--- src/rtl/urp_pkg.sv ---
// Shared types, constants and lead-byte classification for the UTF-8 stream repair block.
package urp_pkg;

	localparam logic [7:0] REPL_B0 = 8'hEF;
	localparam logic [7:0] REPL_B1 = 8'hBF;
	localparam logic [7:0] REPL_B2 = 8'hBD;

	localparam int CMD_DEPTH = 4;
	localparam int CMD_AW    = $clog2(CMD_DEPTH);

	// Input word kind carried on tuser.
	typedef enum logic {
		KIND_DATA = 1'b0,
		KIND_END  = 1'b1
	} kind_t;

	// One queued command: rep_cnt replacement characters, then dat_cnt raw bytes.
	typedef struct packed {
		logic [2:0]      rep_cnt;
		logic [2:0]      dat_cnt;
		logic [3:0][7:0] dat;
	} cmd_t;

	// Sequence length from the lead byte; 0 marks a stray continuation or invalid lead.
	function automatic logic [2:0] seq_len(input logic [7:0] c);
		logic [2:0] len;
		begin
			if (c[7] == 1'b0)              len = 3'd1;
			else if (c[7:5] == 3'b110)     len = 3'd2;
			else if (c[7:4] == 4'b1110)    len = 3'd3;
			else if (c[7:3] == 5'b11110)   len = 3'd4;
			else                           len = 3'd0;
			return len;
		end
	endfunction

endpackage

--- src/rtl/urp_front.sv ---
// Front end: accepts input words, tracks the pending sequence and issues emit commands.
module urp_front import urp_pkg::*; (
	input  logic       clk,
	input  logic       arst_n,
	input  logic       accept,
	input  logic       kind,
	input  logic [7:0] data_byte,
	output logic       push,
	output cmd_t       cmd
);

	logic [2:0][7:0] pend_q, pend_nxt;
	logic [1:0]      cnt_q, cnt_nxt;
	logic [2:0]      exp_q, exp_nxt;
	logic [2:0]      len;
	logic            cont;

	assign len  = seq_len(data_byte);
	assign cont = (data_byte[7:6] == 2'b10);

	always_comb begin
		pend_nxt = pend_q;
		cnt_nxt  = cnt_q;
		exp_nxt  = exp_q;
		cmd      = '0;
		if (accept) begin
			if (kind_t'(kind) == KIND_END) begin
				cnt_nxt = 2'd0;
				exp_nxt = 3'd0;
			end else if (cnt_q != 2'd0 && cont) begin
				if ({1'b0, cnt_q} + 3'd1 >= exp_q) begin
					cmd.dat[2:0]    = pend_q;
					cmd.dat[cnt_q]  = data_byte;
					cmd.dat_cnt     = {1'b0, cnt_q} + 3'd1;
					cnt_nxt         = 2'd0;
					exp_nxt         = 3'd0;
				end else begin
					pend_nxt[cnt_q] = data_byte;
					cnt_nxt         = cnt_q + 2'd1;
				end
			end else begin
				// held bytes (if any) become replacements, then judge the byte fresh
				cmd.rep_cnt = {1'b0, cnt_q};
				cnt_nxt     = 2'd0;
				exp_nxt     = 3'd0;
				if (len == 3'd1) begin
					cmd.dat[0]  = data_byte;
					cmd.dat_cnt = 3'd1;
				end else if (len == 3'd0) begin
					cmd.rep_cnt = {1'b0, cnt_q} + 3'd1;
				end else begin
					pend_nxt[0] = data_byte;
					cnt_nxt     = 2'd1;
					exp_nxt     = len;
				end
			end
		end
	end

	assign push = accept && (cmd.rep_cnt != 3'd0 || cmd.dat_cnt != 3'd0);

	always_ff @(posedge clk or negedge arst_n) begin
		if (!arst_n) begin
			cnt_q <= 2'd0;
			exp_q <= 3'd0;
		end else begin
			cnt_q <= cnt_nxt;
			exp_q <= exp_nxt;
		end
	end

	always_ff @(posedge clk) begin
		pend_q <= pend_nxt;
	end

	a_pending_incomplete: assert property (@(posedge clk) disable iff (!arst_n)
		cnt_q != 2'd0 |-> (exp_q > {1'b0, cnt_q} && exp_q >= 3'd2))
		else $error("pending sequence already complete or bad length");

	a_idle_no_length: assert property (@(posedge clk) disable iff (!arst_n)
		cnt_q == 2'd0 |-> exp_q == 3'd0)
		else $error("expected length set with nothing pending");

endmodule

--- src/rtl/urp_cmd_fifo.sv ---
// Short command queue between the front end and the byte emitter.
module urp_cmd_fifo import urp_pkg::*; (
	input  logic clk,
	input  logic arst_n,
	input  logic push,
	input  cmd_t push_cmd,
	input  logic pop,
	output logic full,
	output logic head_valid,
	output cmd_t head_cmd
);

	cmd_t              mem_q [CMD_DEPTH];
	logic [CMD_AW-1:0] wr_ptr_q;
	logic [CMD_AW-1:0] rd_ptr_q;
	logic [CMD_AW:0]   cnt_q;
	logic              do_push;
	logic              do_pop;

	assign full       = (cnt_q == (CMD_AW+1)'(CMD_DEPTH));
	assign head_valid = (cnt_q != '0);
	assign head_cmd   = mem_q[rd_ptr_q];
	assign do_push    = push && !full;
	assign do_pop     = pop && head_valid;

	always_ff @(posedge clk or negedge arst_n) begin
		if (!arst_n) begin
			wr_ptr_q <= '0;
			rd_ptr_q <= '0;
			cnt_q    <= '0;
		end else begin
			if (do_push) wr_ptr_q <= wr_ptr_q + 1'b1;
			if (do_pop)  rd_ptr_q <= rd_ptr_q + 1'b1;
			if (do_push && !do_pop)      cnt_q <= cnt_q + 1'b1;
			else if (do_pop && !do_push) cnt_q <= cnt_q - 1'b1;
		end
	end

	always_ff @(posedge clk) begin
		if (do_push) mem_q[wr_ptr_q] <= push_cmd;
	end

	a_no_overflow: assert property (@(posedge clk) disable iff (!arst_n)
		cnt_q <= (CMD_AW+1)'(CMD_DEPTH))
		else $error("command queue overflow");

	a_no_lost_push: assert property (@(posedge clk) disable iff (!arst_n)
		push |-> !full)
		else $error("command pushed into full queue");

endmodule

--- src/rtl/urp_back.sv ---
// Back end: expands queued commands into output bytes through an output register.
module urp_back import urp_pkg::*; (
	input  logic       clk,
	input  logic       arst_n,
	input  logic       head_valid,
	input  cmd_t       head_cmd,
	output logic       pop,
	output logic       m_tvalid,
	input  logic       m_tready,
	output logic [7:0] m_tdata,
	output logic       m_tlast
);

	logic [2:0] rep_done_q;
	logic [1:0] sub_q;
	logic [1:0] dat_idx_q;
	logic       out_valid_q;
	logic [7:0] out_byte_q;
	logic       out_last_q;
	logic       load;
	logic       in_rep;
	logic [7:0] cur_byte;
	logic       cur_last;
	logic       fire;

	assign load   = !out_valid_q || m_tready;
	assign fire   = load && head_valid;
	assign in_rep = (rep_done_q < head_cmd.rep_cnt);

	always_comb begin
		cur_byte = head_cmd.dat[dat_idx_q];
		cur_last = ({1'b0, dat_idx_q} + 3'd1 == head_cmd.dat_cnt);
		if (in_rep) begin
			case (sub_q)
				2'd0:    cur_byte = REPL_B0;
				2'd1:    cur_byte = REPL_B1;
				default: cur_byte = REPL_B2;
			endcase
			cur_last = (sub_q == 2'd2) && (rep_done_q + 3'd1 == head_cmd.rep_cnt)
				&& (head_cmd.dat_cnt == 3'd0);
		end
	end

	assign pop = fire && cur_last;

	always_ff @(posedge clk or negedge arst_n) begin
		if (!arst_n) begin
			rep_done_q  <= 3'd0;
			sub_q       <= 2'd0;
			dat_idx_q   <= 2'd0;
			out_valid_q <= 1'b0;
		end else if (load) begin
			out_valid_q <= head_valid;
			if (head_valid) begin
				if (cur_last) begin
					rep_done_q <= 3'd0;
					sub_q      <= 2'd0;
					dat_idx_q  <= 2'd0;
				end else if (in_rep) begin
					if (sub_q == 2'd2) begin
						sub_q      <= 2'd0;
						rep_done_q <= rep_done_q + 3'd1;
					end else begin
						sub_q <= sub_q + 2'd1;
					end
				end else begin
					dat_idx_q <= dat_idx_q + 2'd1;
				end
			end
		end
	end

	always_ff @(posedge clk) begin
		if (fire) begin
			out_byte_q <= cur_byte;
			out_last_q <= cur_last;
		end
	end

	assign m_tvalid = out_valid_q;
	assign m_tdata  = out_byte_q;
	assign m_tlast  = out_last_q;

	a_head_nonempty: assert property (@(posedge clk) disable iff (!arst_n)
		head_valid |-> (head_cmd.rep_cnt != 3'd0 || head_cmd.dat_cnt != 3'd0))
		else $error("empty command in queue");

	a_walk_in_range: assert property (@(posedge clk) disable iff (!arst_n)
		head_valid |-> (rep_done_q <= head_cmd.rep_cnt && sub_q != 2'd3))
		else $error("emitter position beyond command");

endmodule

--- src/rtl/utf8_stream_repair_top.sv ---
// Top level of the UTF-8 stream repair filter.
//
// Input channel s_*: one word per raw byte. s_tdata carries data_byte, s_tuser carries
// kind (0 = data byte, 1 = end of stream, which drops any held partial sequence).
// Output channel m_*: one word per output byte; m_tlast marks the final byte caused
// by one input word. Input words that complete nothing produce no output words.
// A multi-byte character is held until whole, then sent byte by byte. A stray or
// invalid byte, and each held byte of an interrupted sequence, becomes EF BF BD.
// The front end takes one word per cycle while the queue is not full and queues one
// command per productive word in a 4-entry queue; the emitter sends one output byte per
// cycle unless m_tready stalls, from an output register; a productive word yields 1 to 12 bytes.
// The first output byte is registered in the command queue, then in the output register.
// s_tready drops only while the command queue is full; a stall on m_tready holds the
// output word and backs up into the queue. Reset clears the held sequence, the queue
// and the output register; no clearing pass is needed.
module utf8_stream_repair_top import urp_pkg::*; (
	input  logic       clk,
	input  logic       arst_n,
	input  logic       s_tvalid,
	output logic       s_tready,
	input  logic [7:0] s_tdata,   // [7:0] data_byte
	input  logic       s_tuser,   // [0] kind
	output logic       m_tvalid,
	input  logic       m_tready,
	output logic [7:0] m_tdata,   // [7:0] out_byte
	output logic       m_tlast
);

	logic accept;
	logic push;
	cmd_t push_cmd;
	logic full;
	logic head_valid;
	cmd_t head_cmd;
	logic pop;

	assign s_tready = !full;
	assign accept   = s_tvalid && s_tready;

	urp_front u_front (
		.clk       (clk),
		.arst_n    (arst_n),
		.accept    (accept),
		.kind      (s_tuser),
		.data_byte (s_tdata),
		.push      (push),
		.cmd       (push_cmd)
	);

	urp_cmd_fifo u_fifo (
		.clk        (clk),
		.arst_n     (arst_n),
		.push       (push),
		.push_cmd   (push_cmd),
		.pop        (pop),
		.full       (full),
		.head_valid (head_valid),
		.head_cmd   (head_cmd)
	);

	urp_back u_back (
		.clk        (clk),
		.arst_n     (arst_n),
		.head_valid (head_valid),
		.head_cmd   (head_cmd),
		.pop        (pop),
		.m_tvalid   (m_tvalid),
		.m_tready   (m_tready),
		.m_tdata    (m_tdata),
		.m_tlast    (m_tlast)
	);

endmodule

--- config.mk ---
export PLATFORM = sky130hd
export DESIGN_NAME = utf8_stream_repair_top
export DESIGN_NICKNAME = d
export VERILOG_FILES = /design/src/rtl/urp_pkg.sv /design/src/rtl/urp_front.sv /design/src/rtl/urp_cmd_fifo.sv /design/src/rtl/urp_back.sv /design/src/rtl/utf8_stream_repair_top.sv
export SDC_FILE = /design/constraint.sdc
export NUM_CORES = 1
export LEC_CHECK = 0
export BUFFER_PORTS_ARGS = -buffer_cell sky130_fd_sc_hd__buf_2
export CELL_PAD_IN_SITES_DETAIL_PLACEMENT = 1
export CELL_PAD_IN_SITES_GLOBAL_PLACEMENT = 1
export CORE_AREA = 2 2 177 179
export CTS_CLUSTER_SIZE = 10
export DETAILED_ROUTE_END_ITERATION = 12
export DIE_AREA = 0 0 179 181
export PLACE_DENSITY_LB_ADDON = 0.2
export SLEW_MARGIN = 10
export SYNTH_ARGS = -nofsm -noshare
export SYNTH_HDL_FRONTEND = slang
export SYNTH_SLANG_ARGS = --single-unit
--- constraint.sdc ---
create_clock -name clk -period 3.3 [get_ports clk]
set_input_delay 0.33 -clock clk [delete_from_list [all_inputs] [get_ports clk]]
set_output_delay 0.33 -clock clk [all_outputs]
set_load 0.02 [all_outputs]
Word level (Yosys, flattened, before mapping)
Memory sizes are Yosys's and may differ from the RTL's.
Cells that the tools add are included.
{"block": "word_totals", "input_bits": 13, "wordCells": 131, "ff_bits": 53, "memories": 1, "mem_bits_rw": 152, "output_inout_bits": 11}
{"memory": "u_fifo.mem_q", "depth": 4, "width": 38, "read_ports": 1, "rd_clocked_by_memory_dff": 0, "write_ports": 1, "line": "urp_cmd_fifo.sv:13", "text": "cmd_t mem_q [CMD_DEPTH];"}
{"block": "classes", "add_sub_neg": 10, "n_mux": 50, "reduce_logical": 34, "n_lt_le_gt_ge": 5, "eq_ne": 15, "bitwise_logic": 2}
{"operator": "38-bit two-way mux", "count": 2}
{"operator": "8-bit two-way mux", "count": 9}
{"operator": "3-bit two-way mux", "count": 18}
{"operator": "35-bit two-way mux", "count": 1}
{"operator": "32-bit bitwise mux", "count": 1}
{"operator": "24-bit bitwise mux", "count": 1}
{"operator": "24-bit two-way mux", "count": 1}
{"operator": "2-bit two-way mux", "count": 9}
{"operator": "8-bit binary-select mux with 2-bit select", "count": 1}
{"operator": "8-bit demux with 2-bit select", "count": 1}
{"operator": "7-bit one-hot mux with 2 select lines", "count": 1}
{"operator": "1-bit logical AND", "count": 12}
{"operator": "2-bit by 1-bit adder with 2-bit output, second input constant", "count": 5}
{"operator": "3-bit nonzero test", "count": 3}
{"operator": "4-bit AND reduction", "count": 2}
{"operator": "2-bit nonzero test", "count": 4}
{"operator": "2-bit by 1-bit adder with 3-bit output, second input constant", "count": 2}
{"operator": "3-bit by 1-bit adder with 3-bit output, second input constant", "count": 2}
{"operator": "3-bit equality test", "count": 2}
{"operator": "3-bit equality test, second input constant", "count": 2}
{"operator": "3-bit logical NOT", "count": 2}
{"operator": "2-bit by 3-bit less-than comparator with 1-bit output, second input constant", "count": 2}
{"operator": "3-bit AND reduction", "count": 2}
{"operator": "5-bit equality test, second input constant", "count": 1}
{"operator": "18 further kinds", "count": 30}

Depth between registers and ports, before layout
Gate-level depths: netlist of run 1.
{"block": "depth", "ltp_word": 19, "mapped_depth": 16, "mapped_depth_nobuf": 13}

Modules after synthesis
A second synthesis of run 1 with hierarchy kept.
{"block": "unflattened", "hier_cells": 482, "hier_area_um2": 8852.2}
{"module": "urp_cmd_fifo", "seq_area_each_um2": 4739.5, "area_each_um2": 5919.4, "cells_per_inst": 235, "instances": 1}
{"module": "urp_front", "seq_area_each_um2": 845.8, "area_each_um2": 1804.2, "cells_per_inst": 153, "instances": 1}
{"module": "urp_back", "seq_area_each_um2": 470.5, "area_each_um2": 1118.6, "cells_per_inst": 92, "instances": 1}
{"module": "utf8_stream_repair_top", "seq_area_each_um2": 0.0, "area_each_um2": 10.0, "cells_per_inst": 2, "instances": 1}

Least setup slack after synthesis of run 1
OpenSTA, ideal clock, no wires.
{"block": "synth_timing", "path_kind": "reg2reg", "start": "register u_fifo.rd_ptr_q[0]", "end": "register u_fifo.cnt_q[2]", "required_ns": 3.221, "synth_period_minus_slack_ns": 3.545, "setup_slack_ns": -0.245, "path_stages_with_launch": 17, "path_buffers": 4, "setup_ns": 0.079, "arrival_ns": 3.466, "path_cell_list": "dfrtp_1 > buf_6 > buf_8 > buf_2 > mux4_2 > ha_1 > nand3b_1 > and2_1 > clkbuf_1 > mux2_2 > nand2_1 > ha_1 > inv_1 > fa_1 > xor2_1 > nor2_1 > xor2_1"}
{"block": "synth_between", "elab_chain_len": 10, "word_cells_on_any_way": 15, "classes_between": "1 x order compare; 2 x eq/ne; 2 x mux; 9 x reduce/logical; 1 x memory"}
{"item": "start, declared", "line": "urp_cmd_fifo.sv:15", "text": "logic [CMD_AW-1:0] rd_ptr_q;"}
{"item": "start signal, assigned", "line": "urp_cmd_fifo.sv:33", "text": "if (do_pop) rd_ptr_q <= rd_ptr_q + 1'b1;"}
{"item": "memory read 4 x 38 bit *"}
{"item": "branches (longest 3 deep; another with 3-bit less-than comparator)"}
{"item": "1-bit two-way mux *", "line": "urp_back.sv:33", "text": "if (in_rep) begin"}
{"item": "via u_back.cur_last", "line": "urp_back.sv:23", "text": "logic cur_last;"}
{"item": "1-bit logical AND *", "line": "urp_back.sv:44", "text": "assign pop = fire && cur_last;"}
{"item": "1-bit logical AND *", "line": "urp_cmd_fifo.sv:24", "text": "assign do_pop = pop && head_valid;"}
{"item": "1-bit logical NOT", "line": "urp_cmd_fifo.sv:34", "text": "if (do_push && !do_pop) cnt_q <= cnt_q + 1'b1;"}
{"item": "1-bit logical AND", "line": "urp_cmd_fifo.sv:34"}
{"item": "3-bit two-way mux / 2-bit nonzero test (equally long branches)"}
{"item": "end signal, assigned", "line": "urp_cmd_fifo.sv:34"}
{"item": "end signal, assigned", "line": "urp_cmd_fifo.sv:35", "text": "else if (do_pop && !do_push) cnt_q <= cnt_q - 1'b1;"}
{"item": "end, declared", "line": "urp_cmd_fifo.sv:16", "text": "logic [CMD_AW:0] cnt_q;"}
Mark *: on every way through the listed nets, which the timed path passes.
A chain may end at the register's enable or synchronous reset.

Worst setup path after layout of run 1
Ends and elaborated chain as after synthesis.

==> metrics.cfg, run 1 <==
[critical_path]
reg2reg_from=u_fifo.rd_ptr_q[0]
r2r_setup_slack_ns=0.15
crit_fanout=4
timing.critical_path.required_ns=3.74
worst_r2r_path_depth=13
setup.worst_path.end_class=register
criticalPathCategory=reg2reg
regToRegEndpoint=u_fifo.cnt_q[2]
setup.worst_path.start_class=register
worst_ep_arrival_time_ns=3.59

[synth]
dominantRegCellSynth=sky130_fd_sc_hd__edfxtp_1
synth_cells=477
compound_gate_portion_of_the_synthesized_area_pct=2.78
ys_seq_area_share_pct=69.4
largest_family_of_logic_cells_by_synthesized_area=multiplexers
ys_seq_elements=205
syn_area_per_cell_um2=18.3
netlist_area_um2=8730
synth.area.mux_share_pct=15.7
asyncSetResetFlopFracSynth_pct=9.76
synth_xor_area_share_pct=1.30
post_synth_and_or_nand_nor_area_fraction_pct=6.22
synth_enable_flop_cells=185
synth.yosys.warnings=0
synth-adder-area-share_pct=2.67
netlist-cell-type-count=42

[power]
power.total_mw=8.33
worst_ir_drop_vdd_uv=354
power_density_nw_per_um2=805
leakage_nw=3.67

[final_layout]
seq_area_um2=6060
mostFrequentLayoutCell=sky130_fd_sc_hd__edfxtp_1
multi_input_comb_area_um2=2550
ant_cells=0
utilization_pct=34.1
drive_gt1_share_pct=28.7
final_net_count=572
final.fill_count=3034
syn2layout_area_growth_pct=18.6
most_used_cells_in_the_layout_excluding_fill_and_tap_cells=sky130_fd_sc_hd__edfxtp_1, sky130_fd_sc_hd__mux4_2, sky130_fd_sc_hd__mux2_2, sky130_fd_sc_hd__clkbuf_16

[floorplanning]
start_util_pct=28.8
core.rowCount=64
die_extent_in_y_um=181
num_io_pins=24
die_area_um2=32400
core_region_area_um2=30300
die_w_um=179

[placed_design]
post-dp-hpwl_mm=13.1
finalWeightedCongestion=0.682
preCtsSetupSlack_ns=0.127
io_buffer_count=23

[timing]
maxSlewHeadroom_pct=50.1
setup_slack_ns=0.149
report.final.setup_viol=0
finalClockSkew_ns=0.0193
fmaxAchievable_mhz=317
maxSlewViolCount=0
final.min_clock_period_ns=3.15
whs_ns=0.0932
hold_violations=0
post-route-period-util_pct=95.5
max_slew.worst_pin.slew_ns=0.748
grt_setup_unrepaired=false

[global_routing]
grt_antenna_before_repair=0
global_route.overflow_total=0
first_pass_grt_wire_length_mm=31.9
maximum_number_of_pins_on_one_net_before_global_route_repair=39
grt_util_all_layers_pct=13.3
grt_pass1_vias=5092

[detailed_routing]
drt-vias-per-instance=4.69
wl_met2_mm=10.4
drt-met1-wl_mm=9.13
drt_iter0_markers=260
drt-total-wl_mm=20.5
route.vias.total=4482
post_drt_antenna_nets=0
top_layer=met4
drt-pass1-iter-count=5
final_routed_drc_violation_total=0
routed_wire_length_per_instance_um=21.5
wl_met3_um=625

[clocking]
insertion_delay_ns=0.52
clockBufferDepth=3
ctsHtreeMaxLevel=1
cts_made_buffers=25
cts_root_buf=sky130_fd_sc_hd__clkbuf_16
clk_pin_slew_worst_paths_ns=0.06
tritoncts=yes
cts_num_sinks=205

[hold_path]
hold_start=m_tready
holdPathEnd=u_back.m_tvalid
hold_removal_path_class=in2reg
whs_path_depth=3

[outcome]
status=finished clean

[run]
cap_violations=0

[flip-flops by register name, indices dropped and copies added, names as in the netlist]
| signal | cells |
|---|---|
| u_back.m_tlast | 1 |
| u_fifo.rd_ptr_q | 2 |
| u_front.pend_q | 24 |
| u_back.rep_done_q | 3 |
| u_back.m_tvalid | 1 |
| u_fifo.wr_ptr_q | 2 |
| u_back.dat_idx_q | 2 |
| u_back.sub_q | 2 |
| u_back.m_tdata | 8 |
| u_front.exp_q | 3 |
| u_fifo.mem_q | 152 |
| u_fifo.cnt_q | 3 |
| u_front.cnt_q | 2 |
[worst max-delay path: stages (launching register included)]
cell	delay, ns
sky130_fd_sc_hd__dfrtp_2	0.43
sky130_fd_sc_hd__mux4_2	0.54
sky130_fd_sc_hd__inv_1	0.08
sky130_fd_sc_hd__ha_1	0.25
sky130_fd_sc_hd__a21oi_1	0.19
sky130_fd_sc_hd__and2_4	0.18
sky130_fd_sc_hd__mux2_4	0.32
sky130_fd_sc_hd__nand2_4	0.09
sky130_fd_sc_hd__ha_4	0.13
sky130_fd_sc_hd__inv_1	0.05
sky130_fd_sc_hd__fa_2	0.38
sky130_fd_sc_hd__xor2_1	0.16
sky130_fd_sc_hd__nor2_1	0.13
sky130_fd_sc_hd__xor2_1	0.14
[stage by stage]
step	TNS [ns]	cells	cell area, um^2
after detailed placement	0	908	9580
after floorplan	-5.31	480	8790
after global placement	0	908	9580
final	0	956	10400
after CTS	0	955	10300
after global routing	0	956	10400
[what timing repair did]
item / CTS / global route
hold endpoints to repair: 20 / 0
hold buffers: 1 / 0
setup buffers: 0 / 1
setup endpoints to repair: 0 / 2
gates resized for setup: 0 / 1
[how the worst max path moves through the flow]
stage,startpoint,end
2_1_floorplan,u_front.cnt_q[0],u_fifo.mem_q[3][0]
3_3_place_gp,u_fifo.rd_ptr_q[0],u_fifo.cnt_q[1]
3_5_place_dp,u_fifo.rd_ptr_q[0],u_fifo.cnt_q[2]
4_1_cts,u_fifo.rd_ptr_q[0],u_fifo.cnt_q[1]
5_1_grt,u_fifo.rd_ptr_q[0],u_fifo.cnt_q[1]
6_report,u_fifo.rd_ptr_q[0],u_fifo.cnt_q[2]
[layer usage]
| layer | vias up | GRT usage [%] |
|---|---|---|
| li1 | 2013 | - |
| met1 | 2390 | 17.4 |
| met2 | 54 | 22.6 |
| met3 | 25 | 2.17 |
| met4 | 0 | 3.54 |
| met5 | - | 0 |
[layout make-up]
type / count / area share (%)
Multi-Input combinational cell: 241 / 24.7
Timing Repair Buffer: 54 / 4.23
Clock buffer: 43 / 6.89
Tap cell: 396 / 4.78
Sequential cell: 205 / 58.5
Inverter: 14 / 0.507
Clock inverter: 3 / 0.423
[report_power, final]
group	switching, mW	internal (mW)	total [mW]
combinational	1.27	1.17	2.44
clock	1.02	1.53	2.56
sequential	0.151	3.18	3.34
[synthesized netlist by cell type (2+ instances only)]
library cell / instances / area share, %
sky130_fd_sc_hd__clkbuf_1: 12 / 0.52
sky130_fd_sc_hd__nand2_1: 18 / 0.77
sky130_fd_sc_hd__nand3_1: 5 / 0.29
sky130_fd_sc_hd__inv_1: 13 / 0.56
sky130_fd_sc_hd__a22o_1: 13 / 1.3
sky130_fd_sc_hd__or3b_1: 2 / 0.20
sky130_fd_sc_hd__o211ai_1: 2 / 0.17
sky130_fd_sc_hd__or3_1: 2 / 0.14
sky130_fd_sc_hd__and2_1: 25 / 1.8
sky130_fd_sc_hd__dfrtp_1: 20 / 5.7
sky130_fd_sc_hd__and3_1: 9 / 0.64
sky130_fd_sc_hd__a21oi_1: 3 / 0.17
sky130_fd_sc_hd__buf_2: 4 / 0.23
sky130_fd_sc_hd__mux4_1: 6 / 1.8
sky130_fd_sc_hd__xnor2_1: 8 / 0.80
sky130_fd_sc_hd__o21ai_0: 9 / 0.52
sky130_fd_sc_hd__nand2b_1: 3 / 0.21
sky130_fd_sc_hd__buf_6: 3 / 0.39
sky130_fd_sc_hd__or2_1: 6 / 0.43
sky130_fd_sc_hd__ha_1: 17 / 2.4
sky130_fd_sc_hd__nor2b_1: 2 / 0.14
sky130_fd_sc_hd__edfxtp_1: 185 / 64
sky130_fd_sc_hd__mux4_2: 41 / 11
sky130_fd_sc_hd__xor2_1: 5 / 0.50
sky130_fd_sc_hd__a21o_1: 2 / 0.17
sky130_fd_sc_hd__nor2_1: 11 / 0.47
sky130_fd_sc_hd__mux2_2: 26 / 3.4
sky130_fd_sc_hd__nor3_1: 11 / 0.63
[cells by family (layout without fill, tap and decap cells)]
group                      count (synthesis)  count (layout)
DFF                                      205             205
and+or+nand+nor                           99              99
muxes                                     73              73
AOI/OAI and AO/OA                         34              34
buffers and inverters                     34             114
adders and majority gates                 18              18
xor gates and xnor gates                  13              13
other                                      1               4
No activity file was read; power rests on OpenSTA's default activity.
==> run 2, diff against run 1 <==
- ABC_CLOCK_PERIOD_IN_PS: default -> 3200
- MAX_ROUTING_LAYER: default -> met4
- clock period: 3.3 -> 3.2 ns (I/O delays scaled with it)
==> run 2 against run 1 <==
Via count fell by 0.45%. Final area decreased by 0.63%. Clock-buffer cell count fell by 11. Critical endpoint unchanged. Routed wire length down 4.0%. Cell count down 1.4%. Combinational power grew 6%. Setup slack barely moved. Core utilization is 0.21 points lower. Worst hold slack worse by 0.014 ns. Register-to-register slack barely moved. Die area unchanged. Sequential cell count stayed put.
==> metrics.cfg, run 2 (synthesis results as in run 1) <==
[outcome]
status=finished clean

[timing]
hold_violations=0  ; unchanged
maxSlewViolCount=0  ; unchanged
grt_setup_unrepaired=false
post-route-period-util_pct=95.4  ; -0.13 points
finalClockSkew_ns=0.0200  ; +0.000715 ns
maxSlewHeadroom_pct=51.6  ; +1.4 points
report.final.setup_viol=0  ; unchanged
final.min_clock_period_ns=3.05  ; -0.0997 ns
max_slew.worst_pin.slew_ns=0.727  ; -0.0216 ns
whs_ns=0.0790  ; -0.0142 ns
fmaxAchievable_mhz=328  ; +3.3%

[floorplanning]
die_extent_in_y_um=181  ; unchanged
die_w_um=179  ; unchanged
core_region_area_um2=30300  ; unchanged
start_util_pct=28.8  ; unchanged
num_io_pins=24  ; unchanged
core.rowCount=64  ; unchanged
die_area_um2=32400  ; unchanged

[power]
leakage_nw=3.63  ; -1.2%
power_density_nw_per_um2=814  ; +1.2%
power.total_mw=8.38  ; +0.56%
worst_ir_drop_vdd_uv=425  ; +20%

[critical_path]
crit_fanout=5  ; +1
criticalPathCategory=reg2reg
worst_r2r_path_depth=13  ; unchanged
endpoint=u_fifo.cnt_q[2]
r2r_setup_slack_ns=0.15  ; about the same
regToRegEndpoint=u_fifo.cnt_q[2]
setup.worst_path.end_class=register
setup.worst_path.start=u_fifo.rd_ptr_q[0]
worst_ep_arrival_time_ns=3.49  ; -0.10 ns
timing.critical_path.required_ns=3.63  ; -0.11 ns
setup.worst_path.start_class=register
reg2reg_from=u_fifo.rd_ptr_q[0]

[detailed_routing]
wl_met2_mm=9.87  ; -4.8%
drt-total-wl_mm=19.7  ; -4.0%
final_routed_drc_violation_total=0  ; unchanged
routed_wire_length_per_instance_um=20.9  ; -2.7%
route.vias.total=4462  ; -0.45%
drt-met1-wl_mm=8.88  ; -2.7%
drt-pass1-iter-count=4  ; -1
wl_met3_um=567  ; -9.3%
drt-vias-per-instance=4.73  ; +0.93%
post_drt_antenna_nets=0  ; unchanged
top_layer=met4
drt_iter0_markers=200  ; -23%

[placed_design]
finalWeightedCongestion=0.744  ; +9.2%
io_buffer_count=23  ; unchanged
dpl-instance-area_um2=9590  ; +0.17%
inst_count_dp=906  ; -0.22%
post-dp-hpwl_mm=12.8  ; -1.9%

[final_layout]
syn2layout_area_growth_pct=17.8
final_net_count=570  ; -0.35%
ant_cells=0  ; unchanged
mostFrequentLayoutCell=sky130_fd_sc_hd__edfxtp_1
design_area_um2=10300  ; -0.63%
drive_gt1_share_pct=29.3  ; +0.50 points
largest_reg_flops=152  ; unchanged
largest-register=u_fifo.mem_q
post_layout_nonfiller_instances=943  ; -1.4%
most_used_cells_in_the_layout_excluding_fill_and_tap_cells=sky130_fd_sc_hd__edfxtp_1, sky130_fd_sc_hd__mux4_2, sky130_fd_sc_hd__mux2_2, sky130_fd_sc_hd__clkbuf_16, sky130_fd_sc_hd__buf_2

[clocking]
ctsHtreeMaxLevel=1  ; unchanged
cts_num_sinks=205  ; unchanged
clockBufferDepth=3  ; unchanged
cts_made_buffers=24  ; -4.0%
insertion_delay_ns=0.52  ; about the same
tritoncts=yes
clk_pin_slew_worst_paths_ns=0.06  ; about the same
cts_root_buf=sky130_fd_sc_hd__clkbuf_16

[hold_path]
hold_removal_path_class=in2reg

[global_routing]
grt_antenna_before_repair=0  ; unchanged
grt_pass1_vias=5027  ; -1.3%
maximum_number_of_pins_on_one_net_before_global_route_repair=38  ; -2.6%
global_route.overflow_total=0  ; unchanged
grt_util_all_layers_pct=13.2  ; -0.085 points
first_pass_grt_wire_length_mm=31.2  ; -2.1%

[run]
cap_violations=0  ; unchanged

## run 2: routing by layer
layer	up-vias	GRT usage, %
met2	46	21.6
met3	26	1.79
met5	-	-
li1	1999	-
met1	2391	17.1
met4	0	3.58
## run 2: how the worst min path moves through the flow
stage                     slack, ns                   to     start  cells past startpoint
after global routing           0.08      u_back.m_tvalid  m_tready                      3
after CTS                      0.06      u_back.m_tvalid  m_tready                      3
final                          0.08      u_back.m_tvalid  m_tready                      3
after detailed placement       0.35      u_back.sub_q[1]    arst_n                      1
after global placement         0.34      u_back.sub_q[0]    arst_n                      1
after floorplan                0.02  u_back.dat_idx_q[0]    arst_n                      0
## run 2: report_power, final
part	total [mW]	leakage [nW]	switching (mW)	internal (mW)
clock network	2.36	0.316	1.00	1.36
logic	2.58	1.28	1.33	1.25
registers	3.44	2.03	0.154	3.28
## run 2: per-stage QoR
stage	setup TNS (ns)	worst slack (ns)	utilization [%]
detailed placement	0	0.0136	31.6
floorplan	-0.0250	-0.0250	-
CTS	0	0.00251	33.8
global placement	0	0.178	31.6
finish	0	0.148	33.9
global route	0	0.00146	33.9
## run 2: critical path, cell delays in order, from the launching register on
cell	delay, ns
sky130_fd_sc_hd__dfrtp_2	0.41
sky130_fd_sc_hd__mux4_2	0.55
sky130_fd_sc_hd__inv_1	0.12
sky130_fd_sc_hd__ha_4	0.22
sky130_fd_sc_hd__a21oi_2	0.17
sky130_fd_sc_hd__and2_4	0.17
sky130_fd_sc_hd__mux2_4	0.32
sky130_fd_sc_hd__nand2_4	0.09
sky130_fd_sc_hd__ha_4	0.14
sky130_fd_sc_hd__inv_2	0.04
sky130_fd_sc_hd__fa_2	0.33
sky130_fd_sc_hd__xor2_1	0.17
sky130_fd_sc_hd__nor2_1	0.11
sky130_fd_sc_hd__xor2_1	0.15
## run 2: area by class of cell
class	instances	area, um^2
multi-input cells	241	2580
well taps	396	495
inverters	14	52.6
clock buffers	32	631
fillers	3013	20100
clock inverters	2	21.3
repair buffers	53	455
flip-flops and latches	205	6060
## run 2: repair_timing
action	CTS	global route
setup buffers	0	2
hold endpoints to repair	20	0
hold buffers	1	0
setup endpoints to repair	0	2
gates resized for setup	0	3
